## config.mk

```make
export PLATFORM = sky130hd
export DESIGN_NAME = group_reverse_stream
export DESIGN_NICKNAME = d
export VERILOG_FILES = /design/src/rtl/grs_pkg.sv /design/src/rtl/group_reverse_stream.sv /design/src/rtl/grs_ctrl.sv /design/src/rtl/grs_datapath.sv
export SDC_FILE = /design/constraint.sdc
export NUM_CORES = 1
export LEC_CHECK = 0
export BUFFER_PORTS_ARGS = -buffer_cell sky130_fd_sc_hd__buf_2
export CORE_MARGIN = 3
export CORE_UTILIZATION = 55
export DETAILED_ROUTE_END_ITERATION = 8
export PLACE_DENSITY = 0.72
export SYNTH_ARGS = -nofsm -noshare
export SYNTH_HDL_FRONTEND = slang
export SYNTH_HIERARCHICAL = 1
export SYNTH_SLANG_ARGS = --single-unit
```

## constraint.sdc

```tcl
create_clock -name clock -period 3.57 [get_ports clock]
set_input_delay 0.714 -clock clock [delete_from_list [all_inputs] [get_ports clock]]
set_output_delay 0.714 -clock clock [all_outputs]
set_load 0.02 [all_outputs]
```

## src/rtl/grs_pkg.sv

```systemverilog
// grs_pkg: shared types and constants for the group reverse stream block
// used by grs_ctrl, grs_datapath and group_reverse_stream; no dependencies
`timescale 1ns / 1ps
`default_nettype none
package grs_pkg;

   // fixed field widths
   localparam int VALUE_W      = 32;
   localparam int GROUP_SIZE_W = 5;

   // group size after reset
   localparam logic [GROUP_SIZE_W-1:0] GROUP_SIZE_RESET = 5'd1;

   // controller states
   typedef enum logic {
      ST_FILL,
      ST_DRAIN
   } grs_state_type;

   // commands from controller to datapath
   typedef struct packed {
      logic accept;      // take the input word into the group memory
      logic load_group;  // the accepted word closes the group
      logic drain_en;    // read the held group back in reverse
   } grs_cmd_type;

   // status from datapath to controller
   typedef struct packed {
      logic close_group; // the offered word would close the group
      logic last_issue;  // final memory read of the group this cycle
   } grs_status_type;

endpackage
`default_nettype wire

```

## src/rtl/group_reverse_stream.sv

```systemverilog
// group_reverse_stream: top level joining controller and datapath
// depends on grs_pkg, grs_ctrl and grs_datapath
// Input words are taken one per cycle while a group fills. The word that
// completes the group (group size reached, or end of list) closes it, and the
// input then stalls while the group is read back newest first through the
// single read port of the group memory, one word per cycle while the output
// does not stall. Reversed words pass through a read stage and an output
// register, so a stalled output does not lose words. The group size register
// is written through the csr port and is always ready; zero acts as one and
// values above MAX_GROUP saturate.
`timescale 1ns / 1ps
`default_nettype none
module group_reverse_stream #(
   parameter int MAX_GROUP = 16
) (
   input  wire                                 clock,
   input  wire                                 reset,
   // input words
   input  wire                                 req_valid,
   output logic                                req_stall,
   input  wire signed [grs_pkg::VALUE_W-1:0]   req_value,
   input  wire                                 req_end_of_list,
   // result words
   output logic                                rsp_valid,
   input  wire                                 rsp_stall,
   output logic signed [grs_pkg::VALUE_W-1:0]  rsp_value_res,
   output logic                                rsp_group_last,
   output logic                                rsp_list_last,
   // group size register write
   input  wire                                 csr_valid,
   output logic                                csr_ready,
   input  wire [grs_pkg::GROUP_SIZE_W-1:0]     csr_group_size
);

   grs_pkg::grs_cmd_type    cmd;
   grs_pkg::grs_status_type status;
   logic                    csr_write;

   // register writes never wait
   assign csr_ready = 1'b1;
   assign csr_write = csr_valid && csr_ready;

   // sequencer
   grs_ctrl u_ctrl (
      .clock     (clock),
      .reset     (reset),
      .req_valid (req_valid),
      .req_stall (req_stall),
      .status    (status),
      .cmd       (cmd)
   );

   // group memory and output pipeline
   grs_datapath #(
      .MAX_GROUP (MAX_GROUP)
   ) u_datapath (
      .clock           (clock),
      .reset           (reset),
      .cmd             (cmd),
      .status          (status),
      .req_value       (req_value),
      .req_end_of_list (req_end_of_list),
      .csr_write       (csr_write),
      .csr_group_size  (csr_group_size),
      .rsp_valid       (rsp_valid),
      .rsp_stall       (rsp_stall),
      .rsp_value_res   (rsp_value_res),
      .rsp_group_last  (rsp_group_last),
      .rsp_list_last   (rsp_list_last)
   );

endmodule
`default_nettype wire

```

## src/rtl/grs_ctrl.sv

```systemverilog
// grs_ctrl: state machine sequencing group fill and reversed drain
// depends on grs_pkg; drives grs_datapath through command and status structs
`timescale 1ns / 1ps
`default_nettype none
module grs_ctrl (
   input  wire                      clock,
   input  wire                      reset,
   input  wire                      req_valid,
   output logic                     req_stall,
   input  grs_pkg::grs_status_type  status,
   output grs_pkg::grs_cmd_type     cmd
);

   grs_pkg::grs_state_type state_ff;
   grs_pkg::grs_state_type state_in;

   // state register
   always_ff @(posedge clock) begin
      if (reset) begin
         state_ff <= grs_pkg::ST_FILL;
      end else begin
         state_ff <= state_in;
      end
   end

   // next state and commands
   always_comb begin
      state_in       = state_ff;
      cmd            = '0;
      req_stall      = 1'b1;
      case (state_ff)
         grs_pkg::ST_FILL: begin
            req_stall  = 1'b0;
            cmd.accept = req_valid;
            if (req_valid && status.close_group) begin
               cmd.load_group = 1'b1;
               state_in       = grs_pkg::ST_DRAIN;
            end
         end
         grs_pkg::ST_DRAIN: begin
            cmd.drain_en = 1'b1;
            if (status.last_issue) begin
               state_in = grs_pkg::ST_FILL;
            end
         end
         default: begin
            state_in = grs_pkg::ST_FILL;
         end
      endcase
   end

endmodule
`default_nettype wire

```

## src/rtl/grs_datapath.sv

```systemverilog
// grs_datapath: group memory, fill count, group size register, read-back pipeline
// depends on grs_pkg; commanded by grs_ctrl
`timescale 1ns / 1ps
`default_nettype none
module grs_datapath #(
   parameter int MAX_GROUP = 16
) (
   input  wire                                  clock,
   input  wire                                  reset,
   input  grs_pkg::grs_cmd_type                 cmd,
   output grs_pkg::grs_status_type              status,
   input  wire signed [grs_pkg::VALUE_W-1:0]    req_value,
   input  wire                                  req_end_of_list,
   input  wire                                  csr_write,
   input  wire [grs_pkg::GROUP_SIZE_W-1:0]      csr_group_size,
   output logic                                 rsp_valid,
   input  wire                                  rsp_stall,
   output logic signed [grs_pkg::VALUE_W-1:0]   rsp_value_res,
   output logic                                 rsp_group_last,
   output logic                                 rsp_list_last
);

   localparam int IDX_W = (MAX_GROUP > 1) ? $clog2(MAX_GROUP) : 1;
   localparam int CNT_W = $clog2(MAX_GROUP + 1);
   localparam int CMP_W = ((CNT_W > grs_pkg::GROUP_SIZE_W) ? CNT_W
                                                           : grs_pkg::GROUP_SIZE_W) + 1;

   logic [grs_pkg::GROUP_SIZE_W-1:0]      group_size_ff;
   logic [CNT_W-1:0]                      fill_count_ff;
   logic [IDX_W-1:0]                      rd_ptr_ff;
   logic                                  eol_ff;
   logic signed [grs_pkg::VALUE_W-1:0]    group_mem [MAX_GROUP];

   logic                                  pf_valid_ff;
   logic signed [grs_pkg::VALUE_W-1:0]    pf_value_ff;
   logic                                  pf_group_last_ff;
   logic                                  pf_list_last_ff;

   logic                                  rsp_valid_ff;
   logic signed [grs_pkg::VALUE_W-1:0]    rsp_value_ff;
   logic                                  rsp_group_last_ff;
   logic                                  rsp_list_last_ff;

   logic [IDX_W-1:0]                      fill_idx;
   logic [CMP_W-1:0]                      size_ext;
   logic [CMP_W-1:0]                      k_eff;
   logic [CMP_W-1:0]                      count_next;
   logic                                  out_free;
   logic                                  issue;
   logic                                  ptr_zero;

   // group size register, loaded with the full width of the write
   always_ff @(posedge clock) begin
      if (reset) begin
         group_size_ff <= grs_pkg::GROUP_SIZE_RESET;
      end else if (csr_write) begin
         group_size_ff <= csr_group_size;
      end
   end

   // effective group size: zero acts as one, saturate at the memory depth
   always_comb begin
      size_ext = CMP_W'(group_size_ff);
      if (group_size_ff == '0) begin
         k_eff = CMP_W'(1);
      end else if (size_ext > CMP_W'(MAX_GROUP)) begin
         k_eff = CMP_W'(MAX_GROUP);
      end else begin
         k_eff = size_ext;
      end
   end

   // close check for the word on offer
   assign fill_idx           = fill_count_ff[IDX_W-1:0];
   assign count_next         = CMP_W'(fill_count_ff) + CMP_W'(1);
   assign status.close_group = req_end_of_list || (count_next >= k_eff);

   // fill count
   always_ff @(posedge clock) begin
      if (reset) begin
         fill_count_ff <= '0;
      end else if (cmd.accept) begin
         if (cmd.load_group) begin
            fill_count_ff <= '0;
         end else begin
            fill_count_ff <= fill_count_ff + CNT_W'(1);
         end
      end
   end

   // group memory write port
   always_ff @(posedge clock) begin
      if (cmd.accept) begin
         group_mem[fill_idx] <= req_value;
      end
   end

   // read pointer and list end flag of the closed group
   always_ff @(posedge clock) begin
      if (reset) begin
         rd_ptr_ff <= '0;
      end else if (cmd.load_group) begin
         rd_ptr_ff <= fill_idx;
      end else if (issue) begin
         rd_ptr_ff <= rd_ptr_ff - IDX_W'(1);
      end
   end

   always_ff @(posedge clock) begin
      if (cmd.load_group) begin
         eol_ff <= req_end_of_list;
      end
   end

   // read issue: next stage free or moving on
   assign out_free          = !rsp_valid_ff || !rsp_stall;
   assign issue             = cmd.drain_en && (!pf_valid_ff || out_free);
   assign ptr_zero          = (rd_ptr_ff == '0);
   assign status.last_issue = issue && ptr_zero;

   // registered memory read
   always_ff @(posedge clock) begin
      if (issue) begin
         pf_value_ff      <= group_mem[rd_ptr_ff];
         pf_group_last_ff <= ptr_zero;
         pf_list_last_ff  <= ptr_zero && eol_ff;
      end
   end

   always_ff @(posedge clock) begin
      if (reset) begin
         pf_valid_ff <= 1'b0;
      end else if (issue) begin
         pf_valid_ff <= 1'b1;
      end else if (out_free) begin
         pf_valid_ff <= 1'b0;
      end
   end

   // output word register
   always_ff @(posedge clock) begin
      if (reset) begin
         rsp_valid_ff <= 1'b0;
      end else if (out_free) begin
         rsp_valid_ff <= pf_valid_ff;
      end
   end

   always_ff @(posedge clock) begin
      if (out_free) begin
         rsp_value_ff      <= pf_value_ff;
         rsp_group_last_ff <= pf_group_last_ff;
         rsp_list_last_ff  <= pf_list_last_ff;
      end
   end

   assign rsp_valid      = rsp_valid_ff;
   assign rsp_value_res  = rsp_value_ff;
   assign rsp_group_last = rsp_group_last_ff;
   assign rsp_list_last  = rsp_list_last_ff;

`ifndef NO_ASSERTIONS
   // the fill count never reaches the memory depth
   a_fill_bound: assert property (@(posedge clock) disable iff (reset)
      CNT_W'(fill_count_ff) < CNT_W'(MAX_GROUP))
      else $error("fill count reached memory depth");

   // memory reads only while draining
   a_issue_drain: assert property (@(posedge clock) disable iff (reset)
      issue |-> cmd.drain_en)
      else $error("memory read outside drain");

   // a blocked read word holds in the read stage
   a_pf_hold: assert property (@(posedge clock) disable iff (reset)
      (pf_valid_ff && !out_free) |=> (pf_valid_ff && $stable(pf_value_ff)))
      else $error("read stage lost a word");

   // a list end word is always a group end word
   a_list_group: assert property (@(posedge clock) disable iff (reset)
      (rsp_valid_ff && rsp_list_last_ff) |-> rsp_group_last_ff)
      else $error("list end without group end");
`endif

endmodule
`default_nettype wire

```

Word level (Yosys, flattened, before mapping)
Memories as Yosys holds them, arrays and structs flattened. A register that Yosys moved wholly into a read port is not among the register bits.
Index checks and enable logic that the tools add are counted.
- $add $sub $neg: 3
- bitwise operators: 1
- reduce and logical (&&, ||, !) cells: 14
- muxes and demuxes: 14
- order comparisons: 2
- operators with widths (kind ; number):
    $mux 5 ; 2
    $mux 4 ; 2
    $mux 1 ; 7
    $add 5x1->6 const B ; 1
    $ge 6x6->1 ; 1
    $mux 6 ; 1
    $add 5x1->5 const B ; 1
    $gt 5x5->1 const B ; 1
    $logic_not 5->1 ; 1
    $logic_and 1x1->1 ; 4
    $logic_not 4->1 ; 1
    $reduce_bool 2->1 ; 2
    $sub 4x1->4 const B ; 1
    $logic_not 1->1 ; 3
    $logic_or 1x1->1 ; 3
    $mux 2 ; 1
    $pmux 1 s2 ; 1
    $not 1->1 ; 1
- output and inout port bits: 37
- bits of input ports: 43
- flip-flop bits (word level): 54
- memory bits (writable): 512
- memories kept: 1
- memory list (memory ; words ; width ; rd ports ; clocked after Yosys merged registers in ; write ports ; RTL line ; RTL):
    u_datapath.group_mem ; 16 ; 32 ; 1 ; 1 ; 1 ; grs_datapath.sv:32 ; logic signed [grs_pkg::VALUE_W-1:0] group_mem [MAX_GROUP];

Logic depth before layout (Yosys ltp)
- word-level depth: 10
- mapped depth: 13

By module
Netlist, hierarchy kept.
- by module, submodules not included (module ; sequential area each (um^2) ; area each (um^2) ; cells an instance ; instances):
    grs_datapath ; 17767.0 ; 22255.1 ; 984 ; 1
    grs_ctrl ; 20.0 ; 63.8 ; 6 ; 1
    group_reverse_stream ; 0.0 ; 11.3 ; 2 ; 1

Worst setup path after synthesis
Ideal clock, no wire load.
- kind: input port to flip-flop
- start: input rsp_stall
- end: register u_ctrl.state_ff
- cell stages on the path: 5
- library setup time: 115 ps
- setup slack: 849 ps
- arrival time: 2606 ps
- path through: nand3_1 -> and2_0 -> and2_1 -> nor2b_2 -> o21ba_1
- RTL lines (element ; RTL line ; RTL):
    start, declared ; group_reverse_stream.sv:25 ; input wire rsp_stall,
    end signal, assigned ; grs_ctrl.sv:20 ; state_ff <= grs_pkg::ST_FILL;
    end signal, assigned ; grs_ctrl.sv:22 ; state_ff <= state_in;
    end, declared ; grs_ctrl.sv:14 ; grs_pkg::grs_state_type state_ff;

==> run summary <==
outcome - finished, final reports clean
CTS tree - yes
GRT Util Overall - 0.2001
root buf cell - clkbuf_16
largest net degree at the start of global routing - 36
CTS sink count - 598
Clk pin slew, worst setup/hold paths - 0.06 ns
Pwr Density - 608.1 nW/um2
RSZ-0062 raised after global routing - no
CTS resizes - 0
CP Capture Type - flip-flop
WHS Endpoint - u_datapath/group_size_ff[0]
Chip Width - 207.5 um
Final Cycle Share - 0.7957
initial antenna violation count - 1
layout cell share with drive strength beyond 1 - 0.2944
cts hold-fix bufs - 0
Min-Delay Path Class - input port to flip-flop
Setup crit start kind - flip-flop
Congestion Overflow GR - 0
Avg Inst Size Synth - 22.51 um2
Post-synth EDFFs - 581
sequential share of the synthesized area - 0.7965
area delta synth->final - 12.97%
drt drc - 0
final slew viol count - 0
hold path start - csr_group_size[0]
CP Data Required Time - 4.04 ns
DRT iter0 DRCs - 1,001
core area - 39,910 um2
first-pass GRT wire length - 65,560 um
reg2reg setup slack - 0.73 ns
Fmax achieved - 352.0 MHz
Setup Skew - 0.01504 ns
Final Routed Wirelength - 42,720 um
Ys Warns - 6
Post-Syn Instances - 992
FF-to-FF path depth - 11
Seq cells post-synth - 598
boundary pin count - 80
R2R Path End - u_datapath/fill_count_ff[3]
unique cell type count in the Yosys netlist - 38
Final TNS setup - 0 ns
routed vias - 10,233
Max FO, Critical Path - 10
syn nets - 1,045
input/output buffers - 78
Post-CTS Setup Inserts - 0
vias in the first global route - 10,735
fillers - 2,626
routability cong. - 0.7340
Synth async-reset ratio - 0
Final Hold Vio Count - 0
Starting Density - 0.5594
fin nets - 1,162
diode count - 0
CP Class - flip-flop to flip-flop
H-tree levels - 2
leak pwr - 8.111 nW
DRT antenna net count - 0
min Tclk post-route - 2.841 ns
Slew headroom - 0.2155
dominant synthesized flop cell - edfxtp_1
clock latency on the worst-skew pair - 0.59 ns
drt via density - 6.091
worst hold path stage count - 2
origin of the critical flop-to-flop path - u_datapath/fill_count_ff[0]
WHS - 0.3320 ns
Setup-failing EPs final - 0
VDD IR max - 0.0003816 V
WL per Instance - 25.43 um
maximum buffer depth of the clock tree - 3
number of max-cap violations - 0
1st-pass router iterations - 5
Die H - 207.5 um
DP Wirelength - 23,670 um
Tightest Pin Transition - 1.174 ns
Inserted Clock Buffers - 58
CP arrival - 3.31 ns
mapped cell area - 22,330 um2
die area - 43,050 um2
Cell Rows - 73
-- layout by cell type, fill, tap and decap left out, types with 2 or more instances in the layout --
cell / netlist / routed
nand3_1: 6 / 6
nor2b_1: 4 / 2
nand2b_1: 3 / 3
mux4_2: 128 / 128
buf_4: 4 / 25
dfxtp_4: 0 / 2
xor2_1: 3 / 3
clkbuf_16: 0 / 59
ha_1: 10 / 10
and2_2: 0 / 10
bufinv_16: 0 / 3
nand2_1: 37 / 36
a21oi_1: 8 / 8
and3_2: 0 / 8
nor3_1: 4 / 4
xnor2_1: 3 / 3
nor2_1: 14 / 13
edfxtp_1: 581 / 581
a211oi_1: 2 / 2
clkinv_2: 0 / 8
clkinv_1: 0 / 16
buf_2: 9 / 78
and3_1: 12 / 4
nor2b_4: 0 / 2
a21bo_2: 2 / 2
a21o_1: 3 / 3
buf_12: 0 / 7
dfxtp_1: 17 / 15
mux2i_1: 5 / 5
clkinvlp_4: 0 / 2
o21ai_0: 4 / 4
clkbuf_1: 29 / 16
a22oi_1: 64 / 64
and2_1: 11 / 2
inv_1: 8 / 8
-- through the flow --
step | util | total power [W] | std cells | setup slack, ns | area [um2]
floorplan | - | 0.009321 | 992 | 0.8493 | 22330
detailed placement | 0.5879 | 0.009844 | 1574 | 0.7709 | 23460
CTS | 0.6320 | 0.01548 | 1680 | 0.7473 | 25230
finish | 0.6320 | 0.01534 | 1680 | 0.7293 | 25230
global route | 0.6320 | 0.01588 | 1680 | 0.4574 | 25230
global placement | 0.5879 | 0.009806 | 1574 | 0.8235 | 23460
-- flip-flops by register name (all words and copies together), names as in the netlist, 4 cells and up --
name	flops
u_datapath/group_mem	512
u_datapath/pf_value_ff	32
u_datapath/rsp_value_res	32
u_datapath/fill_count_ff	5
u_datapath/group_size_ff	5
u_datapath/rd_ptr_ff	4
-- worst max-delay path by stage --
stage / start / end / slack (ns) / cells after the start
5_1_grt: u_datapath/fill_count_ff[0] / u_datapath/fill_count_ff[3] / 0.46 / 11
3_5_place_dp: u_datapath/fill_count_ff[0] / u_datapath/fill_count_ff[3] / 0.77 / 11
2_1_floorplan: rsp_stall / u_ctrl/state_ff / 0.85 / 5
6_report: u_datapath/fill_count_ff[0] / u_datapath/fill_count_ff[3] / 0.73 / 11
4_1_cts: u_datapath/fill_count_ff[0] / u_datapath/fill_count_ff[3] / 0.75 / 11
3_3_place_gp: u_datapath/fill_count_ff[0] / u_datapath/fill_count_ff[4] / 0.82 / 11
-- synthesized netlist by cell type (5+ instances only) --
library cell	n	area [um2]
a21oi_1	8	40.04
a22oi_1	64	480.5
and2_1	11	68.82
and3_1	12	75.07
buf_2	9	45.04
buf_6	8	90.09
clkbuf_1	29	108.9
dfxtp_1	17	340.3
edfxtp_1	581	17450
ha_1	10	125.1
inv_1	8	30.03
mux2i_1	5	50.05
mux4_2	128	2883
nand2_1	37	138.9
nand3_1	6	30.03
nor2_1	14	52.55
-- report_power, final --
part	leakage [nW]	switching, W	internal, W
Sequential	5.45	0.000123	0.00799
Combinational	1.81	0.000879	0.000691
Clock	0.856	0.00243	0.00324
Total	8.11	0.00343	0.0119
-- layout make-up --
class | count | area (um2) | area share
Sequential cell | 598 | 17790 | 0.7054
Clock buffer | 75 | 1536 | 0.06091
Inverter | 8 | 30.03 | 0.001190
Multi-Input combinational cell | 333 | 4264 | 0.1690
Timing Repair Buffer | 110 | 718.2 | 0.02847
Tap cell | 525 | 656.9 | 0.02604
Clock inverter | 31 | 225.2 | 0.008928
-- per-layer routing --
layer / wire length [um] / GRT usage / up-vias
met1: 17900 / 0.2816 / 5450
met4: 814 / 0.05946 / 2
li1: - / - / 4394
met3: 2242 / 0.03068 / 63
met5: 14 / 0 / -
met2: 21750 / 0.3321 / 324
-- worst max-delay path, cell delays in order, from the launching register on --
cell,delay (ns)
dfxtp_1,0.48
ha_1,0.36
nand3_1,0.19
xnor2_1,0.17
ha_1,0.26
o21ai_0,0.07
o21ai_0,0.14
and3b_1,0.38
inv_1,0.22
a21bo_2,0.23
a21oi_1,0.16
nor2_1,0.05
-- logic make-up after synthesis --
kind of cell	after synthesis	synth area share
simple gates	95	0.02068
buf+inv	61	0.01462
other cells	1	0.0001679
fa+ha+maj	10	0.005603
flops	598	0.7965
mux	133	0.1313
compound gates	88	0.02869
xor+xnor	6	0.002354
(Power assumes the default switching activity.)
